==> src/rtl/wcpr_pkg.sv <==
// Package for the waveform column peak/RMS block.
// Holds the payload, queue entry and configuration types and the shared widths.
// No dependencies.
`default_nettype none

package wcpr_pkg;

	localparam int SAMPLE_BITS  = 16;
	localparam int COLUMN_BITS  = 12;
	localparam int HEIGHT_BITS  = 12;
	localparam int COUNT_BITS   = 16;
	localparam int SUM_BITS     = 48;
	localparam int SQ_BITS      = 2 * SAMPLE_BITS;
	localparam int MEAN_BITS    = 2 * SAMPLE_BITS;
	localparam int ROOT_BITS    = SAMPLE_BITS;
	localparam int NUM_BITS     = SAMPLE_BITS + 1;
	localparam int CFG_DATA_BITS = 16;
	localparam int QUEUE_DEPTH  = 4;

	typedef enum logic [1:0] {
		CFG_SAMPLES_PER_COLUMN = 2'd0,
		CFG_PIXEL_HEIGHT       = 2'd1,
		CFG_FIRST_COLUMN       = 2'd2,
		CFG_LAST_COLUMN        = 2'd3
	} cfg_index_t;

	typedef struct packed {
		logic signed [SAMPLE_BITS-1:0] sample;
		logic                          start_req;
	} sample_t;

	typedef struct packed {
		logic [COLUMN_BITS-1:0] column;
		logic [HEIGHT_BITS-1:0] peak_top_y;
		logic [HEIGHT_BITS-1:0] peak_bottom_y;
		logic [HEIGHT_BITS-1:0] rms_top_y;
		logic [HEIGHT_BITS-1:0] rms_bottom_y;
	} result_t;

	typedef struct packed {
		logic [COUNT_BITS-1:0]  samples_per_column;
		logic [HEIGHT_BITS-1:0] pixel_height;
		logic [COLUMN_BITS-1:0] first_column;
		logic [COLUMN_BITS-1:0] last_column;
	} cfg_t;

	// one finished column waiting for the back end
	typedef struct packed {
		logic [COLUMN_BITS-1:0]        column;
		logic signed [SAMPLE_BITS-1:0] peak_max;
		logic signed [SAMPLE_BITS-1:0] peak_min;
		logic [SUM_BITS-1:0]           square_sum;
	} column_t;

	// zero samples per column behaves as one
	function automatic logic [COUNT_BITS-1:0] eff_spc(input logic [COUNT_BITS-1:0] spc);
		eff_spc = (spc == '0) ? COUNT_BITS'(1) : spc;
	endfunction

endpackage

`default_nettype wire

==> src/rtl/wcpr_front.sv <==
// Front end: input register with squaring, then per-column accumulators.
// Pushes one column_t word into the queue when a column completes.
// Depends on wcpr_pkg.
`default_nettype none

module wcpr_front (
	input  wire logic               clk,
	input  wire logic               arst_n,
	input  wire wcpr_pkg::cfg_t     cfg,
	input  wire logic               sample_valid,
	output logic                    sample_stall,
	input  wire wcpr_pkg::sample_t  sample_data,
	input  wire logic               full,
	output logic                    push,
	output wcpr_pkg::column_t       push_data
);

	localparam int SB = wcpr_pkg::SAMPLE_BITS;
	localparam int CB = wcpr_pkg::COUNT_BITS;

	logic                             valid_s1;
	logic signed [SB-1:0]             sample_s1;
	logic                             start_s1;
	logic [wcpr_pkg::SQ_BITS-1:0]     sq_s1;

	logic signed [SB-1:0]             s_in;
	logic signed [wcpr_pkg::SQ_BITS-1:0] sq_full;

	logic [CB-1:0]                    count_q;
	logic [wcpr_pkg::COLUMN_BITS-1:0] col_q;
	logic signed [SB-1:0]             max_q;
	logic signed [SB-1:0]             min_q;
	logic [wcpr_pkg::SUM_BITS-1:0]    sum_q;
	logic                             past_end_q;

	logic                             advance;
	logic                             accept;
	logic                             pe;
	logic [wcpr_pkg::COLUMN_BITS-1:0] col_b;
	logic [CB-1:0]                    count_b;
	logic signed [SB-1:0]             max_b;
	logic signed [SB-1:0]             min_b;
	logic [wcpr_pkg::SUM_BITS-1:0]    sum_b;
	logic signed [SB-1:0]             max_n;
	logic signed [SB-1:0]             min_n;
	logic [wcpr_pkg::SUM_BITS-1:0]    sum_n;
	logic [CB:0]                      count_n;
	logic                             done;

	assign s_in    = sample_data.sample;
	assign sq_full = s_in * s_in;

	// hold the sample in s1 while the queue is full
	assign advance      = valid_s1 && !full;
	assign sample_stall = valid_s1 && full;
	assign accept       = sample_valid && !sample_stall;

	always_ff @(posedge clk or negedge arst_n) begin
		if (!arst_n) begin
			valid_s1 <= 1'b0;
		end else begin
			valid_s1 <= accept || (valid_s1 && !advance);
		end
	end

	always_ff @(posedge clk) begin
		if (accept) begin
			sample_s1 <= s_in;
			start_s1  <= sample_data.start_req;
			sq_s1     <= sq_full;
		end
	end

	always_comb begin
		if (start_s1) begin
			pe      = cfg.first_column > cfg.last_column;
			col_b   = cfg.first_column;
			count_b = '0;
			max_b   = '0;
			min_b   = '0;
			sum_b   = '0;
		end else begin
			pe      = past_end_q;
			col_b   = col_q;
			count_b = count_q;
			max_b   = max_q;
			min_b   = min_q;
			sum_b   = sum_q;
		end
		max_n = max_b;
		min_n = min_b;
		if (sample_s1 > max_b) begin
			max_n = sample_s1;
		end else if (sample_s1 < min_b) begin
			min_n = sample_s1;
		end
		sum_n   = sum_b + wcpr_pkg::SUM_BITS'(sq_s1);
		count_n = {1'b0, count_b} + (CB+1)'(1);
		done    = count_n >= {1'b0, wcpr_pkg::eff_spc(cfg.samples_per_column)};
	end

	assign push              = advance && !pe && done;
	assign push_data.column  = col_b;
	assign push_data.peak_max = max_n;
	assign push_data.peak_min = min_n;
	assign push_data.square_sum = sum_n;

	always_ff @(posedge clk or negedge arst_n) begin
		if (!arst_n) begin
			count_q    <= '0;
			col_q      <= '0;
			max_q      <= '0;
			min_q      <= '0;
			sum_q      <= '0;
			past_end_q <= 1'b1;
		end else if (advance) begin
			past_end_q <= pe;
			col_q      <= col_b;
			count_q    <= count_b;
			max_q      <= max_b;
			min_q      <= min_b;
			sum_q      <= sum_b;
			if (!pe) begin
				if (done) begin
					count_q <= '0;
					max_q   <= '0;
					min_q   <= '0;
					sum_q   <= '0;
					// stop after the last column, else advance
					if (col_b == cfg.last_column) begin
						past_end_q <= 1'b1;
					end else begin
						col_q <= col_b + wcpr_pkg::COLUMN_BITS'(1);
					end
				end else begin
					count_q <= count_n[CB-1:0];
					max_q   <= max_n;
					min_q   <= min_n;
					sum_q   <= sum_n;
				end
			end
		end
	end

endmodule

`default_nettype wire

==> src/rtl/wcpr_queue.sv <==
// Short FIFO of finished columns between the front and back ends.
// Register array, one write and one read address per cycle.
// Depends on wcpr_pkg.
`default_nettype none

module wcpr_queue #(
	parameter int DEPTH = wcpr_pkg::QUEUE_DEPTH
) (
	input  wire logic               clk,
	input  wire logic               arst_n,
	input  wire logic               push,
	input  wire wcpr_pkg::column_t  push_data,
	input  wire logic               pop,
	output wcpr_pkg::column_t       head,
	output logic                    full,
	output logic                    empty
);

	localparam int PW = (DEPTH > 1) ? $clog2(DEPTH) : 1;
	localparam int NW = $clog2(DEPTH + 1);

	wcpr_pkg::column_t entry_q [DEPTH];
	logic [PW-1:0]     wr_q;
	logic [PW-1:0]     rd_q;
	logic [NW-1:0]     fill_q;

	assign full  = fill_q == NW'(DEPTH);
	assign empty = fill_q == '0;
	assign head  = entry_q[rd_q];

	always_ff @(posedge clk) begin
		if (push) begin
			entry_q[wr_q] <= push_data;
		end
	end

	always_ff @(posedge clk or negedge arst_n) begin
		if (!arst_n) begin
			wr_q   <= '0;
			rd_q   <= '0;
			fill_q <= '0;
		end else begin
			if (push) begin
				wr_q <= (wr_q == PW'(DEPTH - 1)) ? '0 : wr_q + PW'(1);
			end
			if (pop) begin
				rd_q <= (rd_q == PW'(DEPTH - 1)) ? '0 : rd_q + PW'(1);
			end
			if (push && !pop) begin
				fill_q <= fill_q + NW'(1);
			end else if (pop && !push) begin
				fill_q <= fill_q - NW'(1);
			end
		end
	end

endmodule

`default_nettype wire

==> src/rtl/wcpr_back.sv <==
// Back end: per column, bit-serial divide of the square sum, digit-serial
// square root, four shared-multiplier pixel scalings, then the output register.
// Depends on wcpr_pkg.
`default_nettype none

module wcpr_back (
	input  wire logic               clk,
	input  wire logic               arst_n,
	input  wire wcpr_pkg::cfg_t     cfg,
	input  wire logic               empty,
	input  wire wcpr_pkg::column_t  head,
	output logic                    pop,
	output logic                    result_valid,
	input  wire logic               result_stall,
	output wcpr_pkg::result_t       result_data
);

	localparam int SB   = wcpr_pkg::SAMPLE_BITS;
	localparam int CB   = wcpr_pkg::COUNT_BITS;
	localparam int WB   = wcpr_pkg::SUM_BITS;
	localparam int RB   = wcpr_pkg::ROOT_BITS;
	localparam int MB   = wcpr_pkg::MEAN_BITS;
	localparam int NB   = wcpr_pkg::NUM_BITS;
	localparam int HB   = wcpr_pkg::HEIGHT_BITS;
	localparam int PB   = HB + NB;
	localparam int STB  = $clog2(WB);
	localparam logic [NB-1:0] FULL = NB'(1) << (SB - 1);

	typedef enum logic [4:0] {
		ST_IDLE  = 5'b00001,
		ST_DIV   = 5'b00010,
		ST_SQRT  = 5'b00100,
		ST_SCALE = 5'b01000,
		ST_DONE  = 5'b10000
	} state_t;

	state_t                           state_q;
	logic [STB-1:0]                   cnt_q;
	logic [wcpr_pkg::COLUMN_BITS-1:0] col_q;
	logic signed [SB-1:0]             max_q;
	logic signed [SB-1:0]             min_q;
	logic [WB-1:0]                    quo_q;
	logic [CB-1:0]                    drem_q;
	logic [MB-1:0]                    rad_q;
	logic [RB:0]                      srem_q;
	logic [RB-1:0]                    root_q;
	logic [HB-1:0]                    rows_q [4];
	logic                             res_valid_q;
	wcpr_pkg::result_t                res_q;

	logic [CB-1:0]        n_eff;
	logic [CB:0]          dshift;
	logic                 dge;
	logic [CB-1:0]        drem_n;
	logic [WB-1:0]        quo_n;
	logic [RB+2:0]        sshift;
	logic [RB+2:0]        strial;
	logic                 sge;
	logic [RB:0]          srem_n;
	logic [RB-1:0]        root_n;
	logic signed [NB:0]   num_top;
	logic signed [NB:0]   num_bot;
	logic [NB-1:0]        num;
	logic [PB-1:0]        prod;
	logic [PB-SB-1:0]     row_raw;
	logic [HB-1:0]        row;
	logic                 out_free;

	assign n_eff = wcpr_pkg::eff_spc(cfg.samples_per_column);

	// restoring divide, one quotient bit a cycle
	always_comb begin
		dshift = {drem_q, quo_q[WB-1]};
		dge    = dshift >= {1'b0, n_eff};
		drem_n = dge ? CB'(dshift - {1'b0, n_eff}) : dshift[CB-1:0];
		quo_n  = {quo_q[WB-2:0], dge};
	end

	// square root, one root bit a cycle
	always_comb begin
		sshift = {srem_q, rad_q[MB-1:MB-2]};
		strial = {1'b0, root_q, 2'b01};
		sge    = sshift >= strial;
		srem_n = sge ? (RB+1)'(sshift - strial) : sshift[RB:0];
		root_n = {root_q[RB-2:0], sge};
	end

	// pixel row = height * num / 2^SAMPLE_BITS, saturated to height
	always_comb begin
		num_top = (NB+1)'(FULL) - (NB+1)'(max_q);
		num_bot = (NB+1)'(FULL) - (NB+1)'(min_q);
		case (cnt_q[1:0])
			2'd0:    num = num_top[NB-1:0];
			2'd1:    num = num_bot[NB-1:0];
			2'd2:    num = FULL - NB'(root_q);
			default: num = FULL + NB'(root_q);
		endcase
		prod    = PB'(cfg.pixel_height) * PB'(num);
		row_raw = prod[PB-1:SB];
		row     = (row_raw > (PB-SB)'(cfg.pixel_height)) ? cfg.pixel_height : row_raw[HB-1:0];
	end

	assign pop      = (state_q == ST_IDLE) && !empty;
	assign out_free = !res_valid_q || !result_stall;

	always_ff @(posedge clk or negedge arst_n) begin
		if (!arst_n) begin
			state_q <= ST_IDLE;
			cnt_q   <= '0;
		end else begin
			case (state_q)
				ST_IDLE: begin
					cnt_q <= '0;
					if (!empty) begin
						state_q <= ST_DIV;
					end
				end
				ST_DIV: begin
					if (cnt_q == STB'(WB - 1)) begin
						cnt_q   <= '0;
						state_q <= ST_SQRT;
					end else begin
						cnt_q <= cnt_q + STB'(1);
					end
				end
				ST_SQRT: begin
					if (cnt_q == STB'(RB - 1)) begin
						cnt_q   <= '0;
						state_q <= ST_SCALE;
					end else begin
						cnt_q <= cnt_q + STB'(1);
					end
				end
				ST_SCALE: begin
					if (cnt_q == STB'(3)) begin
						cnt_q   <= '0;
						state_q <= ST_DONE;
					end else begin
						cnt_q <= cnt_q + STB'(1);
					end
				end
				ST_DONE: begin
					if (out_free) begin
						state_q <= ST_IDLE;
					end
				end
				default: begin
					state_q <= ST_IDLE;
				end
			endcase
		end
	end

	// load the output word from a finished column, drop it once taken
	always_ff @(posedge clk or negedge arst_n) begin
		if (!arst_n) begin
			res_valid_q <= 1'b0;
		end else if (state_q == ST_DONE && out_free) begin
			res_valid_q <= 1'b1;
		end else if (!result_stall) begin
			res_valid_q <= 1'b0;
		end
	end

	always_ff @(posedge clk) begin
		case (state_q)
			ST_IDLE: begin
				col_q  <= head.column;
				max_q  <= head.peak_max;
				min_q  <= head.peak_min;
				quo_q  <= head.square_sum;
				drem_q <= '0;
			end
			ST_DIV: begin
				quo_q  <= quo_n;
				drem_q <= drem_n;
				// mean square fits the radicand; load it on the last bit
				rad_q  <= quo_n[MB-1:0];
				srem_q <= '0;
				root_q <= '0;
			end
			ST_SQRT: begin
				rad_q  <= rad_q << 2;
				srem_q <= srem_n;
				root_q <= root_n;
			end
			ST_SCALE: begin
				rows_q[cnt_q[1:0]] <= row;
			end
			ST_DONE: begin
				if (out_free) begin
					res_q.column        <= col_q;
					res_q.peak_top_y    <= rows_q[0];
					res_q.peak_bottom_y <= rows_q[1];
					res_q.rms_top_y     <= rows_q[2];
					res_q.rms_bottom_y  <= rows_q[3];
				end
			end
			default: begin
			end
		endcase
	end

	assign result_valid = res_valid_q;
	assign result_data  = res_q;

	a_pop_idle: assert property (@(posedge clk) disable iff (!arst_n)
		pop |-> (state_q == ST_IDLE))
		else $error("queue popped outside idle");

	a_result_from_done: assert property (@(posedge clk) disable iff (!arst_n)
		$rose(res_valid_q) |-> $past(state_q == ST_DONE))
		else $error("result raised without a finished column");

	a_done_delivers: assert property (@(posedge clk) disable iff (!arst_n)
		(state_q == ST_DONE && out_free) |=> (res_valid_q && state_q == ST_IDLE))
		else $error("finished column not moved to the output register");

endmodule

`default_nettype wire

==> src/rtl/waveform_column_peak_rms.sv <==
// Waveform column peak/RMS summary, top level.
// A column's last sample passes the front-end input register and the queue, then the back
// end's divide, square root and scaling states and its output register before its result
// word is raised; it waits longer while the queue is backed up or the output is stalled.
// Throughput: one sample per cycle while the queue has room; the back end works on one
// column at a time and takes the next only once it is idle, so short columns are paced by it.
`default_nettype none

module waveform_column_peak_rms #(
	parameter int QUEUE_DEPTH = wcpr_pkg::QUEUE_DEPTH
) (
	input  wire logic                               clk,
	input  wire logic                               arst_n,
	input  wire logic                               sample_valid,
	output logic                                    sample_stall,
	input  wire wcpr_pkg::sample_t                  sample_data,
	output logic                                    result_valid,
	input  wire logic                               result_stall,
	output wcpr_pkg::result_t                       result_data,
	input  wire logic                               cfg_valid,
	output logic                                    cfg_ready,
	input  wire wcpr_pkg::cfg_index_t               cfg_index,
	input  wire logic [wcpr_pkg::CFG_DATA_BITS-1:0] cfg_data
);

	localparam int HB = wcpr_pkg::HEIGHT_BITS;
	localparam int CB = wcpr_pkg::COLUMN_BITS;

	wcpr_pkg::cfg_t    cfg_q;
	wcpr_pkg::column_t push_data;
	wcpr_pkg::column_t head;
	logic              push;
	logic              pop;
	logic              full;
	logic              empty;

	// reset: asynchronous, active low; idle until a start word, registers at defaults
	assign cfg_ready = 1'b1;

	always_ff @(posedge clk or negedge arst_n) begin
		if (!arst_n) begin
			cfg_q.samples_per_column <= wcpr_pkg::COUNT_BITS'(1);
			cfg_q.pixel_height       <= HB'(256);
			cfg_q.first_column       <= '0;
			cfg_q.last_column        <= '1;
		end else if (cfg_valid && cfg_ready) begin
			case (cfg_index)
				wcpr_pkg::CFG_SAMPLES_PER_COLUMN:
					cfg_q.samples_per_column <= cfg_data[wcpr_pkg::COUNT_BITS-1:0];
				wcpr_pkg::CFG_PIXEL_HEIGHT: cfg_q.pixel_height <= cfg_data[HB-1:0];
				wcpr_pkg::CFG_FIRST_COLUMN: cfg_q.first_column <= cfg_data[CB-1:0];
				wcpr_pkg::CFG_LAST_COLUMN:  cfg_q.last_column  <= cfg_data[CB-1:0];
				default: begin
				end
			endcase
		end
	end

	wcpr_front u_front (
		.clk          (clk),
		.arst_n       (arst_n),
		.cfg          (cfg_q),
		.sample_valid (sample_valid),
		.sample_stall (sample_stall),
		.sample_data  (sample_data),
		.full         (full),
		.push         (push),
		.push_data    (push_data)
	);

	wcpr_queue #(
		.DEPTH (QUEUE_DEPTH)
	) u_queue (
		.clk       (clk),
		.arst_n    (arst_n),
		.push      (push),
		.push_data (push_data),
		.pop       (pop),
		.head      (head),
		.full      (full),
		.empty     (empty)
	);

	wcpr_back u_back (
		.clk          (clk),
		.arst_n       (arst_n),
		.cfg          (cfg_q),
		.empty        (empty),
		.head         (head),
		.pop          (pop),
		.result_valid (result_valid),
		.result_stall (result_stall),
		.result_data  (result_data)
	);

endmodule

`default_nettype wire

==> config.mk <==
export PLATFORM = sky130hd
export DESIGN_NAME = waveform_column_peak_rms
export DESIGN_NICKNAME = d
export VERILOG_FILES = /design/src/rtl/wcpr_pkg.sv /design/src/rtl/wcpr_front.sv /design/src/rtl/wcpr_queue.sv /design/src/rtl/wcpr_back.sv /design/src/rtl/waveform_column_peak_rms.sv
export SDC_FILE = /design/constraint.sdc
export NUM_CORES = 2
export LEC_CHECK = 0
export ABC_AREA = 1
export BUFFER_PORTS_ARGS = -buffer_cell sky130_fd_sc_hd__buf_2
export CORE_ASPECT_RATIO = 1.5
export CORE_MARGIN = 5
export CORE_UTILIZATION = 50
export CTS_CLUSTER_SIZE = 12
export DETAILED_ROUTE_END_ITERATION = 10
export GPL_TIMING_DRIVEN = 0
export PLACE_DENSITY_LB_ADDON = 0.15
export SLEW_MARGIN = 25
export SYNTH_ARGS = -nofsm -noshare
export SYNTH_HDL_FRONTEND = slang
export SYNTH_HIERARCHICAL = 1
export SYNTH_SLANG_ARGS = --single-unit
==> constraint.sdc <==
create_clock -name clk -period 15.3 [get_ports clk]
set_clock_uncertainty 0.2 [all_clocks]
set_input_delay 3.06 -clock clk [delete_from_list [all_inputs] [get_ports clk]]
set_output_delay 3.06 -clock clk [all_outputs]
set_load 0.01 [all_outputs]
==> results.txt <==
----------------------------------------------------
[Global routing]
  Leftover overflow at the end of global routing ... 0
  Largest net degree at the start of global routing ... between 80 and 90
  Global Route Usage Sum ... 27.9%
  Vias in the first global route ... approximately 48000
  First-pass GRT wire length ... around 270000 um
  Antenna violations before repair ... 0

[CTS]
  Clock H-tree levels ... 3
  Clock slew at the register clock pins of the worst setup and hold paths ... about 0.060 ns
  Post-cts hold buffer count ... 0
  Post-CTS setup buffer count ... 0
  CTS tree ... built
  Count of clock tree sinks ... 877
  Number of buffers between clock root and the deepest sink ... 3
  Post-cts gate resize count ... 0
  CTS root buffer ... sky130_fd_sc_hd__clkbuf_16
  Number of buffers inserted during clock tree synthesis ... a little under 90
  Clock insertion delay at the later pin of the skew report ... approximately 0.73 ns

[STA]
  Slew Limit Headroom ... 27.7%
  Final hold violation count ... 0
  Maximum clock frequency ... a little over 0.1 GHz
  Setup repair after global routing missed its margin ... no
  Final Cycle Share ... between 60% and 70%
  Post-route worst setup slack ... ~5.4 ns
  Final Max Tran Viols ... 0
  Sum Neg Setup Slack ... 0 ns
  Post-route worst hold slack ... approximately 0.21 ns
  Measured slew at the worst slew-check pin ... 1.08 ns
  Number of setup violations in the final report ... 0
  Post-layout min period ... 9.88 ns

[Synthesis]
  Leading post-synthesis cells by instance count ... sky130_fd_sc_hd__nand2_1 (1675), sky130_fd_sc_hd__inv_1 (1174), sky130_fd_sc_hd__edfxtp_1 (696), sky130_fd_sc_hd__nor2_1 (501), sky130_fd_sc_hd__fa_1 (384)
  Number of enable-type register cells in the synthesized netlist ... around 700
  Portion of the post-synthesis area used by sequential elements ... a little over two fifths
  Share of flip-flops with an asynchronous set or reset after synthesis ... between 20% and 30%
  Cell types occupying the most area after synthesis ... sky130_fd_sc_hd__edfxtp_1 (35%), sky130_fd_sc_hd__fa_1 (13%), sky130_fd_sc_hd__nand2_1 (10%)
  Count of unique library cells instantiated by Yosys ... 68
  Average cell area after synthesis ... slightly above 9 um2
  Syn. warnings ... 6
  Cell count after synthesis ... roughly 6600
  Most common cell in the netlist ... sky130_fd_sc_hd__nand2_1
  Top-area cell type share of the netlist area ... 34.8%
  Most frequently used flop master after synthesis ... sky130_fd_sc_hd__edfxtp_1
  Cell type with the largest total area after synthesis ... sky130_fd_sc_hd__edfxtp_1
  Synth Net Count ... roughly 7400
  Mapped cell area ... between 0.05 and 0.06 mm2
  Register bit total from synthesis ... 877

[Worst setup path]
  Critical-path maximum fanout ... 10
  Worst reg2reg setup slack ... around 5.4 ns
  Endpoint required time on the critical path ... 15.50 ns
  Type of element capturing the critical path ... flip-flop
  Reg-to-Reg End ... u_back/rows_q[3][3]$_DFFE_PP_
  Cell seen most often among critical-path stages ... sky130_fd_sc_hd__nand2_1
  Worst setup path startpoint ... u_back/cnt_q[1]$_DFFE_PN0P_
  Reg-to-reg critical path startpoint ... u_back/cnt_q[1]$_DFFE_PN0P_
  Max incr delay on CP ... 0.56 ns
  Cell with the biggest individual delay on the critical path ... sky130_fd_sc_hd__fa_1
  Type of the worst setup path ... reg2reg
  Buffers and inverters on the worst path ... 8
  Kind of cell adding the most delay to the critical path ... adder cells
  Worst-case reg-to-reg path depth ... 44
  Kind of launch point of the worst setup path ... flip-flop
  Crit path arrival time ... 10.08 ns

[Route]
  Vias ... ~46000
  Routed wire length per instance ... roughly 21 um
  Number of detailed-routing iterations run before antenna repair ... 6
  Vias per cell ... 5.40
  Detailed-route DRC error count ... 0
  Routed wire length ... between 150000 and 200000 um
  Routed Antenna Nets ... 0
  Initial DRC count ... about 3100

[Floorplanning]
  Die Span Y ... between 400 and 500 um
  Cell row count ... about 160
  Die outline area ... 0.127 mm2
  Horizontal extent of the die ... about 290 um
  Starting density of the core ... 50.4%
  Number of top-level pins ... between 100 and 150
  Core Area ... about 0.12 mm2

[Placement]
  Post-placement cell area ... about 0.063 mm2
  RePlAce Congestion ... between 0.9 and 1
  Port bufs ... between 90 and 100
  Worst setup timing slack at the placement stage ... between 4 and 5 ns
  HPWL reported at the end of detailed placement ... between 100000 and 150000 um

[Min path]
  Cells on Worst Hold Path ... 0
  Worst Hold Endpoint ... u_back/result_data[42]$_DFFE_PP_
  Hold Startpoint ... u_back/rows_q[0][6]$_DFFE_PP_
  Class of the tightest hold or removal check ... reg2reg

[Layout]
  Area added between synthesis and finish ... 9.60%
  Fillers ... between 10000 and 15000
  Proportion of layout cells with a drive suffix above 1 ... under 10%
  Post-route cell area ... roughly 0.066 mm2
  Final #Nets ... around 7600

[Flow run]
  MaxCap Viol Count ... 0

[Status]
  Run status ... finished clean

----------------------------------------------------
## area by class of cell
type / instances / area, um2 / area share (%)
multi-input cells: 4308 / 28900 / 43.9
flip-flops and latches: 877 / 25400 / 38.7
inverters: 1200 / 4520 / 6.88
clock buffers: 145 / 2540 / 3.86
well taps: 1570 / 1960 / 2.99
plain buffers: 243 / 1250 / 1.90
repair buffers: 122 / 880 / 1.34
clock inverters: 18 / 287 / 0.436
diodes: 1 / 2.50 / 0.00381
## logic make-up (layout without fill, tap and decap cells)
kind of cell,count (synthesis),after routing,synth area share [%]
adder cells (fa/ha/maj),692,692,19.2
other,1,2,0.00625
flip-flops,877,877,42.4
AND/OR/NAND/NOR,2684,2684,18.8
multiplexers,4,4,0.0667
XOR/XNOR,127,127,1.85
buffers and inverters,1443,1728,9.59
AO/OA/AOI/OAI,800,800,8.03
## registers in the layout (all words and copies together) (netlist names), 17 cells and up
signal,cells
u_queue/entry_q,368
u_front/sum_q,48
u_back/quo_q,48
u_front/sq_s1,30
u_back/rows_q,48
u_back/result_data,60
cfg_q,52
u_back/srem_q,17
u_back/rad_q,32
## placed cells by master (no fill, tap or decap), drive strengths merged, types with 223 or more instances in the layout
| cell | n |
|---|---|
| nand2 | 1709 |
| fa | 384 |
| ha | 308 |
| clkbuf | 263 |
| inv | 1198 |
| o21ai | 223 |
| nand3 | 237 |
| a21oi | 251 |
| edfxtp | 696 |
| buf | 247 |
| nor2 | 536 |
## worst max-delay path by stage
stage               slack (ns)                       endpoint  depth (start not counted)
global placement          1.69     u_back/quo_q[37]$_DFFE_PP_                          3
finish                    5.42  u_back/rows_q[3][3]$_DFFE_PP_                         44
floorplan                 6.44    u_front/sq_s1[30]$_DFFE_PP_                         21
CTS                       5.51  u_back/rows_q[2][3]$_DFFE_PP_                         44
detailed placement        4.91    u_front/sq_s1[30]$_DFFE_PP_                         22
global route              4.83  u_back/rows_q[0][8]$_DFFE_PP_                         44
## metrics by stage
| stage | std cells | utilization (%) |
|---|---|---|
| final | 8484 | 55.2 |
| after CTS | 8483 | 55.2 |
| after global routing | 8483 | 55.2 |
| after detailed placement | 8320 | 52.8 |
| after floorplan | 6628 | - |
| after global placement | 8297 | 52.4 |
## metal layers
layer,up-vias,global-route usage (%),share of wire (%)
met4,0,18.1,7.8
met3,474,3.02,4.3
met1,22200,29.7,35
li1,21700,-,-
met5,-,0,0
met2,1356,52.0,53
Power is not shown: default switching activity piles up to over one toggle a cycle in this logic, so the estimate is an artifact.
